**src/design/irc_fmt_pkg.sv**
```systemverilog
// irc_fmt_pkg: shared types, control-code constants and the color palette
// for the irc format attribute decoder; no dependencies

package irc_fmt_pkg;

  // control and delimiter bytes
  localparam logic [7:0] CH_BOLD      = 8'd2;
  localparam logic [7:0] CH_COLOR     = 8'd3;
  localparam logic [7:0] CH_PLAIN     = 8'd15;
  localparam logic [7:0] CH_REVERSE   = 8'd22;
  localparam logic [7:0] CH_UNDERLINE = 8'd31;
  localparam logic [7:0] CH_COMMA     = 8'd44;
  localparam logic [7:0] CH_DIGIT_LO  = 8'd48;
  localparam logic [7:0] CH_DIGIT_HI  = 8'd57;

  // configuration register indexes
  localparam logic CFG_DEFAULT_FG = 1'b0;
  localparam logic CFG_DEFAULT_BG = 1'b1;

  localparam int unsigned RGB_W = 24;
  localparam int unsigned NUM_W = 7;

  typedef logic [RGB_W-1:0] rgb_t;
  typedef logic [NUM_W-1:0] num_t;

  // position inside a color spec
  typedef enum logic [2:0] {
    PH_IDLE  = 3'd0,
    PH_START = 3'd1,
    PH_FG1   = 3'd2,
    PH_FG2   = 3'd3,
    PH_COMMA = 3'd4,
    PH_BG1   = 3'd5
  } phase_t;

  localparam rgb_t PALETTE [16] = '{
    24'hFFFFFF, 24'h000000, 24'h000080, 24'h008000,
    24'hFF0000, 24'h800000, 24'h800080, 24'hFFA500,
    24'hFFFF00, 24'h00FF00, 24'h008080, 24'h00FFFF,
    24'h0000FF, 24'hFF00FF, 24'h808080, 24'hC0C0C0
  };

  function automatic rgb_t palette_rgb(input logic [3:0] idx);
    return PALETTE[idx];
  endfunction

  // n * 10 + d for a single-digit n
  function automatic num_t append_digit(input num_t n, input logic [3:0] d);
    num_t n8;
    num_t n2;
    n8 = {n[3:0], 3'b000};
    n2 = {2'b00, n[3:0], 1'b0};
    return n8 + n2 + {3'b000, d};
  endfunction

endpackage

```
**src/design/irc_format_attribute_decoder_top.sv**
```systemverilog
// irc_format_attribute_decoder_top: decodes irc formatting codes in a byte
// stream and tags printable bytes with color, bold and underline
// depends on irc_fmt_pkg
//
//   channel  | handshake            | payload
//   ---------+----------------------+--------------------------------------
//   in       | in_valid / in_stall  | char_in, text_end
//   out      | out_valid / out_stall| char_out, fg_rgb, bg_on, bg_rgb,
//            |                      | bold_out, underline_out
//   config   | cfg_write            | cfg_index, cfg_data
//
// one byte per cycle sustained while out_stall is low; a byte goes from the input
// register through the decode logic into the result register
// the input register holds one byte while a stalled result waits, so a new
// transfer is taken even while out_stall is high
// in_stall rises only when the input register is full and its byte has a
// result that cannot enter the held result register
// rst is synchronous; config defaults go to black on white

module irc_format_attribute_decoder_top
  import irc_fmt_pkg::*;
(
  input  logic        clk,
  input  logic        rst,
  // config port
  input  logic        cfg_write,
  input  logic        cfg_index,
  input  logic [23:0] cfg_data,
  // input channel
  input  logic        in_valid,
  output logic        in_stall,
  input  logic [7:0]  char_in,
  input  logic        text_end,
  // output channel
  output logic        out_valid,
  input  logic        out_stall,
  output logic [7:0]  char_out,
  output logic [23:0] fg_rgb,
  output logic        bg_on,
  output logic [23:0] bg_rgb,
  output logic        bold_out,
  output logic        underline_out
);

  // config registers
  rgb_t default_fg;
  rgb_t default_bg;

  // input register
  logic       in_q_valid;
  logic [7:0] char_q;
  logic       end_q;

  // formatting state
  logic   bold_flag, underline_flag, reverse_flag;
  logic   fg_custom_flag, bg_custom_flag;
  logic   text_started;
  rgb_t   saved_fg, saved_bg, shown_fg, shown_bg;
  logic   shown_bg_on;
  phase_t code_phase;
  num_t   fg_number, bg_number;

  // next state
  logic   bold_flag_next, underline_flag_next, reverse_flag_next;
  logic   fg_custom_flag_next, bg_custom_flag_next;
  logic   text_started_next;
  rgb_t   saved_fg_next, saved_bg_next, shown_fg_next, shown_bg_next;
  logic   shown_bg_on_next;
  phase_t code_phase_next;
  num_t   fg_number_next, bg_number_next;

  // decode result
  logic res_valid;
  rgb_t res_fg, res_bg;
  logic res_bg_on, res_bold, res_uline;
  logic advance;

  // config writes
  always_ff @(posedge clk) begin
    if (rst) begin
      default_fg <= 24'h000000;
      default_bg <= 24'hFFFFFF;
    end else if (cfg_write) begin
      case (cfg_index)
        CFG_DEFAULT_FG: default_fg <= cfg_data;
        CFG_DEFAULT_BG: default_bg <= cfg_data;
        default: ;
      endcase
    end
  end

  // decode of the held byte against the current state
  always_comb begin
    logic       digit;
    logic [3:0] dval;
    logic       consumed;
    logic       fin, fin_fg, fin_bg;

    bold_flag_next      = bold_flag;
    underline_flag_next = underline_flag;
    reverse_flag_next   = reverse_flag;
    fg_custom_flag_next = fg_custom_flag;
    bg_custom_flag_next = bg_custom_flag;
    text_started_next   = text_started;
    saved_fg_next       = saved_fg;
    saved_bg_next       = saved_bg;
    shown_fg_next       = shown_fg;
    shown_bg_next       = shown_bg;
    shown_bg_on_next    = shown_bg_on;
    code_phase_next     = code_phase;
    fg_number_next      = fg_number;
    bg_number_next      = bg_number;
    res_valid           = 1'b0;
    res_fg              = '0;
    res_bg              = '0;
    res_bg_on           = 1'b0;
    res_bold            = 1'b0;
    res_uline           = 1'b0;

    digit    = (char_q >= CH_DIGIT_LO) && (char_q <= CH_DIGIT_HI);
    dval     = char_q[3:0];
    consumed = 1'b0;
    fin      = 1'b0;
    fin_fg   = 1'b0;
    fin_bg   = 1'b0;

    // first byte of a text picks up the current defaults
    if (!text_started) begin
      shown_fg_next     = default_fg;
      shown_bg_on_next  = 1'b0;
      text_started_next = 1'b1;
    end

    // color spec parsing
    case (code_phase)
      PH_IDLE: ;
      PH_START: begin
        if (digit) begin
          fg_number_next  = {3'b000, dval};
          code_phase_next = PH_FG1;
          consumed        = 1'b1;
        end else begin
          fin = 1'b1;
        end
      end
      PH_FG1: begin
        if (digit) begin
          fg_number_next  = append_digit(fg_number, dval);
          code_phase_next = PH_FG2;
          consumed        = 1'b1;
        end else if (char_q == CH_COMMA) begin
          code_phase_next = PH_COMMA;
          consumed        = 1'b1;
        end else begin
          fin    = 1'b1;
          fin_fg = 1'b1;
        end
      end
      PH_FG2: begin
        if (char_q == CH_COMMA) begin
          code_phase_next = PH_COMMA;
          consumed        = 1'b1;
        end else begin
          fin    = 1'b1;
          fin_fg = 1'b1;
        end
      end
      PH_COMMA: begin
        if (digit) begin
          bg_number_next  = {3'b000, dval};
          code_phase_next = PH_BG1;
          consumed        = 1'b1;
        end else begin
          fin    = 1'b1;
          fin_fg = 1'b1;
        end
      end
      PH_BG1: begin
        if (digit) begin
          bg_number_next = append_digit(bg_number, dval);
          consumed       = 1'b1;
        end
        fin    = 1'b1;
        fin_fg = 1'b1;
        fin_bg = 1'b1;
      end
      default: code_phase_next = PH_IDLE;
    endcase

    // apply a finished spec
    if (fin) begin
      if (fin_fg) begin
        if (fg_number_next < num_t'(16)) begin
          fg_custom_flag_next = 1'b1;
          saved_fg_next       = palette_rgb(fg_number_next[3:0]);
          shown_fg_next       = palette_rgb(fg_number_next[3:0]);
        end
      end else begin
        fg_custom_flag_next = 1'b0;
        bg_custom_flag_next = 1'b0;
        shown_fg_next       = default_fg;
        shown_bg_on_next    = 1'b0;
      end
      if (fin_bg && (bg_number_next < num_t'(16))) begin
        bg_custom_flag_next = 1'b1;
        saved_bg_next       = palette_rgb(bg_number_next[3:0]);
        shown_bg_next       = palette_rgb(bg_number_next[3:0]);
        shown_bg_on_next    = 1'b1;
      end
      code_phase_next = PH_IDLE;
    end

    // control codes and printable bytes
    if (!consumed) begin
      case (char_q)
        CH_BOLD: bold_flag_next = !bold_flag_next;
        CH_UNDERLINE: underline_flag_next = !underline_flag_next;
        CH_PLAIN: begin
          shown_fg_next       = default_fg;
          shown_bg_on_next    = 1'b0;
          bold_flag_next      = 1'b0;
          underline_flag_next = 1'b0;
          reverse_flag_next   = 1'b0;
          fg_custom_flag_next = 1'b0;
          bg_custom_flag_next = 1'b0;
        end
        CH_REVERSE: begin
          if (!reverse_flag_next) begin
            reverse_flag_next = 1'b1;
            shown_fg_next     = default_bg;
            shown_bg_next     = default_fg;
            shown_bg_on_next  = 1'b1;
          end else begin
            reverse_flag_next = 1'b0;
            shown_fg_next     = fg_custom_flag_next ? saved_fg_next : default_fg;
            if (bg_custom_flag_next) begin
              shown_bg_next    = saved_bg_next;
              shown_bg_on_next = 1'b1;
            end else begin
              shown_bg_on_next = 1'b0;
            end
          end
        end
        CH_COLOR: begin
          if (!reverse_flag_next) begin
            code_phase_next = PH_START;
            fg_number_next  = '0;
            bg_number_next  = '0;
          end
        end
        default: begin
          // attributes as they stand for this byte, before any end-of-text clear
          res_valid = 1'b1;
          res_fg    = shown_fg_next;
          res_bg_on = shown_bg_on_next;
          res_bg    = shown_bg_on_next ? shown_bg_next : '0;
          res_bold  = bold_flag_next;
          res_uline = underline_flag_next;
        end
      endcase
    end

    // end of text clears everything for the next one
    if (end_q) begin
      bold_flag_next      = 1'b0;
      underline_flag_next = 1'b0;
      reverse_flag_next   = 1'b0;
      fg_custom_flag_next = 1'b0;
      bg_custom_flag_next = 1'b0;
      shown_fg_next       = default_fg;
      shown_bg_on_next    = 1'b0;
      code_phase_next     = PH_IDLE;
      fg_number_next      = '0;
      bg_number_next      = '0;
      text_started_next   = 1'b0;
    end
  end

  // the held byte moves on unless its result hits a stalled result register
  assign advance  = in_q_valid && (!res_valid || !out_valid || !out_stall);
  assign in_stall = in_q_valid && !advance;

  // input register
  always_ff @(posedge clk) begin
    if (rst) begin
      in_q_valid <= 1'b0;
    end else if (in_valid && !in_stall) begin
      in_q_valid <= 1'b1;
    end else if (advance) begin
      in_q_valid <= 1'b0;
    end
  end

  always_ff @(posedge clk) begin
    if (in_valid && !in_stall) begin
      char_q <= char_in;
      end_q  <= text_end;
    end
  end

  // control state
  always_ff @(posedge clk) begin
    if (rst) begin
      bold_flag      <= 1'b0;
      underline_flag <= 1'b0;
      reverse_flag   <= 1'b0;
      fg_custom_flag <= 1'b0;
      bg_custom_flag <= 1'b0;
      shown_bg_on    <= 1'b0;
      text_started   <= 1'b0;
      code_phase     <= PH_IDLE;
      fg_number      <= '0;
      bg_number      <= '0;
    end else if (advance) begin
      bold_flag      <= bold_flag_next;
      underline_flag <= underline_flag_next;
      reverse_flag   <= reverse_flag_next;
      fg_custom_flag <= fg_custom_flag_next;
      bg_custom_flag <= bg_custom_flag_next;
      shown_bg_on    <= shown_bg_on_next;
      text_started   <= text_started_next;
      code_phase     <= code_phase_next;
      fg_number      <= fg_number_next;
      bg_number      <= bg_number_next;
    end
  end

  // color state, only read once written
  always_ff @(posedge clk) begin
    if (advance) begin
      saved_fg <= saved_fg_next;
      saved_bg <= saved_bg_next;
      shown_fg <= shown_fg_next;
      shown_bg <= shown_bg_next;
    end
  end

  // result register; a waiting result stays until taken
  always_ff @(posedge clk) begin
    if (rst) begin
      out_valid <= 1'b0;
    end else if (advance && res_valid) begin
      out_valid <= 1'b1;
    end else if (!out_stall) begin
      out_valid <= 1'b0;
    end
  end

  always_ff @(posedge clk) begin
    if (advance && res_valid) begin
      char_out      <= char_q;
      fg_rgb        <= res_fg;
      bg_on         <= res_bg_on;
      bg_rgb        <= res_bg;
      bold_out      <= res_bold;
      underline_out <= res_uline;
    end
  end

endmodule

```
**config.mk**
```make
export PLATFORM = sky130hd
export DESIGN_NAME = irc_format_attribute_decoder_top
export DESIGN_NICKNAME = d
export VERILOG_FILES = /design/src/design/irc_fmt_pkg.sv /design/src/design/irc_format_attribute_decoder_top.sv
export SDC_FILE = /design/constraint.sdc
export NUM_CORES = 1
export LEC_CHECK = 0
export BUFFER_PORTS_ARGS = -buffer_cell sky130_fd_sc_hd__buf_2
export CORE_MARGIN = 2
export CORE_UTILIZATION = 65
export CTS_CLUSTER_DIAMETER = 40
export DETAILED_ROUTE_END_ITERATION = 8
export GPL_TIMING_DRIVEN = 0
export PLACE_DENSITY = 0.85
export SETUP_SLACK_MARGIN = 0.05
export SLEW_MARGIN = 20
export SYNTH_ARGS = -nofsm -noshare
export SYNTH_HDL_FRONTEND = slang
export SYNTH_SLANG_ARGS = --single-unit
```
**constraint.sdc**
```tcl
create_clock -name clk -period 8.5 [get_ports clk]
set_input_delay 1.275 -clock clk [delete_from_list [all_inputs] [get_ports clk]]
set_output_delay 1.275 -clock clk [all_outputs]
set_load 0.005 [all_outputs]
```
Word level (Yosys, flattened, before mapping). Memories as Yosys holds them, arrays and structs flattened. Index checks and enable logic that the tools add are counted.

Reductions and logical operators: 31. Bitwise logic cells: 4. Equality and inequality tests: 13. Mux-type cells: 96. Magnitude comparators: 6. Add/sub/neg operators: 4.

Operators with widths (count): $mux 24 (23); $mux 7 (12); $pmux 24 s2 (1); $mux 1 (41); $pmux 7 s2 (2); $mux 3 (9); $eq 8x2->1 const B (2); $eq 8x5->1 const B (2); $pmux 3 s5 (1); $add 7x4->7 (2); $add 7x5->7 (2); $lt 7x5->1 const B (2); $ge 5x5->1 const B (2); $not 4->5 (2); $reduce_and 3->1 (3); $reduce_bool 3->1 (3); $eq 8x4->1 const B (1); $eq 8x6->1 const B (1); $ge 8x6->1 const B (1); $le 8x6->1 const B (1); $pmux 1 s2 (4); $pmux 1 s4 (2); $logic_not 1->1 (7); $reduce_or 7->1 (1); other kinds (16) (27).

Memory bits (read-only): 768. Bits in registers: 238. Word-level logic and storage cells: 182. Output and inout bits: 61. Memories kept: 2. Bits of input ports: 39.

Memories: (name not given) (depth 16, width 24, rd ports 1, clocked after Yosys merged registers in 0, wr ports 0, line irc_fmt_pkg.sv:44) `return PALETTE[idx];`; (name not given) (depth 16, width 24, rd ports 1, clocked after Yosys merged registers in 0, wr ports 0, line irc_fmt_pkg.sv:44).

Longest topological paths before layout.
Word-level depth: 16. Depth in mapped cells: 14. Depth with buffers taken out: 12.

Worst setup path after synthesis. Ideal clock, no wire load.

Path kind: register to register. Start point: reg char_q[2]. End point: reg bg_on (enable). Arrival: 4.372 ns. Setup slack: 3.652 ns. Cell stages (with the launch flop): 9. Path buffers: 2. Required time: 8.024 ns. Period minus slack after synthesis: 4.848 ns. Library setup time: 0.476 ns. Cell sequence: edfxtp_1 > buf_2 > nor2b_1 > and3_1 > o21a_1 > o21ai_0 > nand2_1 > clkbuf_1 > nor2_1.

Word-level cells in the longest chain between the ends: 10. Elaborated cells between the ends (all ways): 21. Those cells by class: order compare: 2; eq/ne: 6; mux: 6; reduce/logical: 7.

RTL lines: from (decl) (line irc_format_attribute_decoder_top.sv:51) `logic [7:0] char_q;`; from (signal assigned) (line irc_format_attribute_decoder_top.sv:296) `char_q <= char_in;`; $ge 8x6->1, or another cell as far along (line irc_format_attribute_decoder_top.sv:120) `digit = (char_q >= CH_DIGIT_LO) && (char_q <= CH_DIGIT_HI);`; $logic_and 1x1->1 or $mux 1 (tied branches) (line irc_format_attribute_decoder_top.sv:120, irc_format_attribute_decoder_top.sv:151, irc_format_attribute_decoder_top.sv:160); $mux 1, on equally long branches; $pmux 1 s3 (line irc_format_attribute_decoder_top.sv:135) `case (code_phase)`; $mux 1 * (line irc_format_attribute_decoder_top.sv:214) `if (!consumed) begin`; $logic_not 1->1 (line irc_format_attribute_decoder_top.sv:280) `assign advance = in_q_valid && (!res_valid || !out_valid || !out_stall);`; $logic_or 1x1->1 (2 in a row) (line irc_format_attribute_decoder_top.sv:280); $logic_and 1x1->1 (line irc_format_attribute_decoder_top.sv:280); $logic_and 1x1->1 * (line irc_format_attribute_decoder_top.sv:350) `if (advance && res_valid) begin`; to (signal assigned) (line irc_format_attribute_decoder_top.sv:353) `bg_on <= res_bg_on;`; to (decl) (line irc_format_attribute_decoder_top.sv:39) `output logic bg_on,`.

Every way passes the cells marked *; elsewhere a longest branch is shown, timed or not. A chain may end at the register's enable or synchronous reset.

Worst setup path after layout.
Start point: reg char_q[3]. End point: reg bg_rgb[9] (data pin).

Word-level cells in the longest chain between the ends: 10. Elaborated cells between the ends (all ways): 35. Those cells by class: add/sub: 1; order compare: 3; eq/ne: 6; mux: 19; bitwise: 2; reduce/logical: 3; memory: 1.

RTL lines: $ge 8x6->1 or $le 8x6->1 (tied branches) (line irc_format_attribute_decoder_top.sv:120); $logic_and 1x1->1 (line irc_format_attribute_decoder_top.sv:120); $mux 7, on equally long branches (line irc_format_attribute_decoder_top.sv:179, irc_format_attribute_decoder_top.sv:169); $pmux 7 s2 (line irc_format_attribute_decoder_top.sv:135); $lt 7x5->1 or $not 4->5 (tied branches) (line irc_format_attribute_decoder_top.sv:204, irc_fmt_pkg.sv:44); $logic_and 1x1->1 or $mem_v2 16x24 (tied branches); $mux 1 or $mux 24 (tied branches) (line irc_format_attribute_decoder_top.sv:204, irc_fmt_pkg.sv:44); $mux 1 or $mux 24 (tied branches) (line irc_format_attribute_decoder_top.sv:191, irc_fmt_pkg.sv:44); $not 1->1 (no line) or $mux 24 (tied branches); $reduce_or 7->1 (no line) or $mux 24 (tied branches); to (signal assigned) (line irc_format_attribute_decoder_top.sv:354) `bg_rgb <= res_bg;`; to (decl) (line irc_format_attribute_decoder_top.sv:40) `output logic [23:0] bg_rgb,`.

Parallel ways exist; a longest one is shown, timed or not. The select of a mux whose other input is x is not followed.

==> results.md <==
- Status: finished clean
- Fmax: ~220 MHz
- Post-Synth Simple-Gate Area: 0.156
- CTS tree: done
- CTS buffer count: 35
- Maximum vdd drop: 0.155 mV
- Dpl hpwl: 25.7 mm
- Row Count: 50
- Leak pwr: 5.63 nW
- Worst Tran Pin Value: between 1000 and 1500 ps
- Synth Area in Adders: 0.0303
- Die Ht: between 100 and 150 um
- Die W: roughly 140 um
- Total of max-cap violations: 0
- Most frequent cells in the layout: nand2_1 (185), edfxtp_1 (164), buf_2 (131)
- Register area share after synthesis: 0.511
- Antenna-violating nets left: 0
- CP endpoint kind: register
- Largest family of logic cells by synthesized area: compound AO/OA/AOI/OAI gates
- Worst slew margin: 0.316
- Layout cells sized above 1: 0.164
- Worst min path class: reg2reg
- FFs w/ async S/R, synth: 0
- P_sw: 0.714 mW
- Max Root-Sink Buffers: 3
- IO Port Bufs: roughly 100
- # hold bufs at CTS: 0
- Clock power share: 0.496
- First-pass GRT wire length: a little under 60 mm
- Via-to-Cell Ratio: ~6.9
- CP required: approximately 8700 ps
- Multiplexer area fraction after synthesis: 0.0161
- Syn. warnings: 0
- Tmin final: between 4000 and 5000 ps
- Post-CTS Resized: 0
- Slew Limit Fails: 0
- RePlAce Congestion: ~1
- DR vias: between 10,000 and 15,000
- Final WL: 37.7 mm
- Core Region: between 0.015 and 0.02 mm2
- Largest net degree at the start of global routing: between 70 and 80
- Sink Count: ~240
- CP Class: reg2reg
- DRC: 0
- Post-Syn Instances: between 1,000 and 1,500
- Initial Util: 0.666
- Pre-antenna DRT Iters: 8
- Die ar.: around 0.02 mm2
- Initial antenna violation count: 0
- Final Cell Area: between 0.01 and 0.015 mm2
- Synth area leader: edfxtp_1
- Synth-to-Final Area Change: 16.8%
- Post-Syn Nets: 1,318
- Critical Path AT: about 4800 ps
- Post-synthesis xor/xnor area fraction: 0.00409
- Mapped cell area: 0.0125 mm2
- Clock Skews: 11.2 ps
- Complex-gate fraction of the synthesized area: 0.242
- Switching part of the total: 0.239
- Final hold violation count: 0
- EDFF count, synth: around 160
- Initial DRC Count: approximately 1,900
- Post-DP Area: 0.0134 mm2
- Ys flop type: edfxtp_1
- WL per Instance: 22.5 um
- Setup TNS Final: 0 ps
- Fin crit share: 0.543
- Commonest non-fill, non-tap cell in the layout: nand2_1
- Total setup buffers inserted after CTS: 0
- Cell area power density: approximately 200 mW/mm2
- Reg power frac: 0.442
- Internal power: roughly 2.3 mW
- RSZ-0062 raised after global routing: false
- Register bit total from synthesis: between 200 and 250
- Yosys cell types: 84
- H-tree depth: 2
- Grt total ovfl: 0
- Area contributors post-synth: edfxtp_1 (39%), dfxtp_1 (12%), nand2_1 (5.5%)
- Final setup viols: 0
- GRT Overall Usage: 0.365
- Vias in the first global route: 10,800
- Nets: 1,456
- Area share of the largest cell type after synthesis: 0.393
- Clock insertion delay at the later pin of the skew report: just over 500 ps
- Clk root buf: clkbuf_16
- Combinational power share: 0.061
- Synthesized area per cell: roughly 10 um2
- CP startpoint kind: register
- Io pins: 100
- Clock transition at path regs: approximately 60 ps
- Crit path max fanout: 10
==> cells by family (layout without fill, tap and decap cells) <==
| group | Yosys count | count (layout) |
|---|---|---|
| AO/OA/AOI/OAI | 435 | 435 |
| XOR/XNOR | 5 | 5 |
| adder cells (fa/ha/maj) | 28 | 28 |
| buffers and inverters | 118 | 282 |
| flip-flops | 238 | 238 |
| multiplexers | 19 | 19 |
| other | 0 | 2 |
| AND/OR/NAND/NOR | 408 | 408 |
==> cells in the mapped netlist, types with 11 or more instances <==
cell,number
o22ai_1,12
a211o_1,24
a22oi_1,22
buf_2,34
a21oi_1,122
o211ai_1,36
nand3_1,27
mux2i_1,12
and2_1,11
o21ai_0,40
a31oi_1,12
nand2_1,185
a21o_1,24
ha_1,24
inv_1,19
nand2b_1,19
and3_1,41
o21a_1,25
dfxtp_1,74
a211oi_1,13
edfxtp_1,164
nor2_1,66
a32oi_1,12
clkbuf_1,48
==> power by group through the flow <==
stage | Clock, mW | Combinational (mW) | Sequential [mW]
2_1_floorplan | 0 | 0.105 | 1.33
3_3_place_gp | 0 | 0.166 | 1.35
3_5_place_dp | 0 | 0.176 | 1.34
4_1_cts | 1.48 | 0.178 | 1.32
5_1_grt | 1.53 | 0.197 | 1.33
6_report | 1.48 | 0.183 | 1.32
==> area by class of cell <==
type	instances	area [um2]
antenna	2	5.00
clock inverter	21	225
inverter	21	78.8
clock buffer	42	975
sequential	238	6410
timing repair buffer	101	566
fill	1235	4180
tap	260	325
buffer	97	447
multi-input combinational	895	5620
==> metrics by stage <==
stage,hold slack [ps],setup WS (ps),cells,util,total power [mW]
after floorplan,430,3650,1251,-,1.44
after global placement,445,1820,1609,0.709,1.51
after detailed placement,452,4020,1612,0.714,1.52
after CTS,464,4030,1675,0.778,2.98
after global routing,488,3820,1675,0.778,3.05
final,466,3880,1677,0.778,2.99
==> state kept, by name, indices dropped and copies added, names as in the netlist, 3 cells and up <==
register / count
code_phase: 3
saved_fg: 24
shown_fg: 24
default_bg: 24
bg_number: 7
shown_bg: 24
default_fg: 24
char_q: 8
bg_rgb: 24
fg_number: 7
char_out: 8
fg_rgb: 24
saved_bg: 24
==> critical path, stage by stage (launching register included) <==
cell      delay, ps
edfxtp_1        530
buf_2           270
inv_1           100
fa_1            530
inv_1            60
fa_1            410
a21o_1          170
a21oi_1         170
mux2i_1         350
o31ai_1         190
o211ai_1        850
clkbuf_1        510
nor2_1          160
==> final timing paths <==
| check | start | to | slack (ps) | depth (start not counted) |
|---|---|---|---|---|
| max | char_q[3]$_DFFE_PP_ | bg_rgb[9]$_SDFFCE_PP0P_ | 3880 | 12 |
| min reg2reg | default_bg[5]$_SDFFE_PP1P_ | default_bg[5]$_SDFFE_PP1P_ | 470 | 1 |
| min | default_bg[5]$_SDFFE_PP1P_ | default_bg[5]$_SDFFE_PP1P_ | 470 | 1 |
| max reg2reg | char_q[3]$_DFFE_PP_ | bg_rgb[9]$_SDFFCE_PP0P_ | 3880 | 12 |
==> layer usage <==
layer / track usage / vias to the layer above / part of all wire
met5: 0.0251 / - / 0
met4: 0.187 / 0 / 0.048
met1: 0.496 / 5455 / 0.37
met2: 0.550 / 899 / 0.45
li1: - / 5052 / -
met3: 0.0798 / 163 / 0.13
Power figures use the tool's default switching activity.
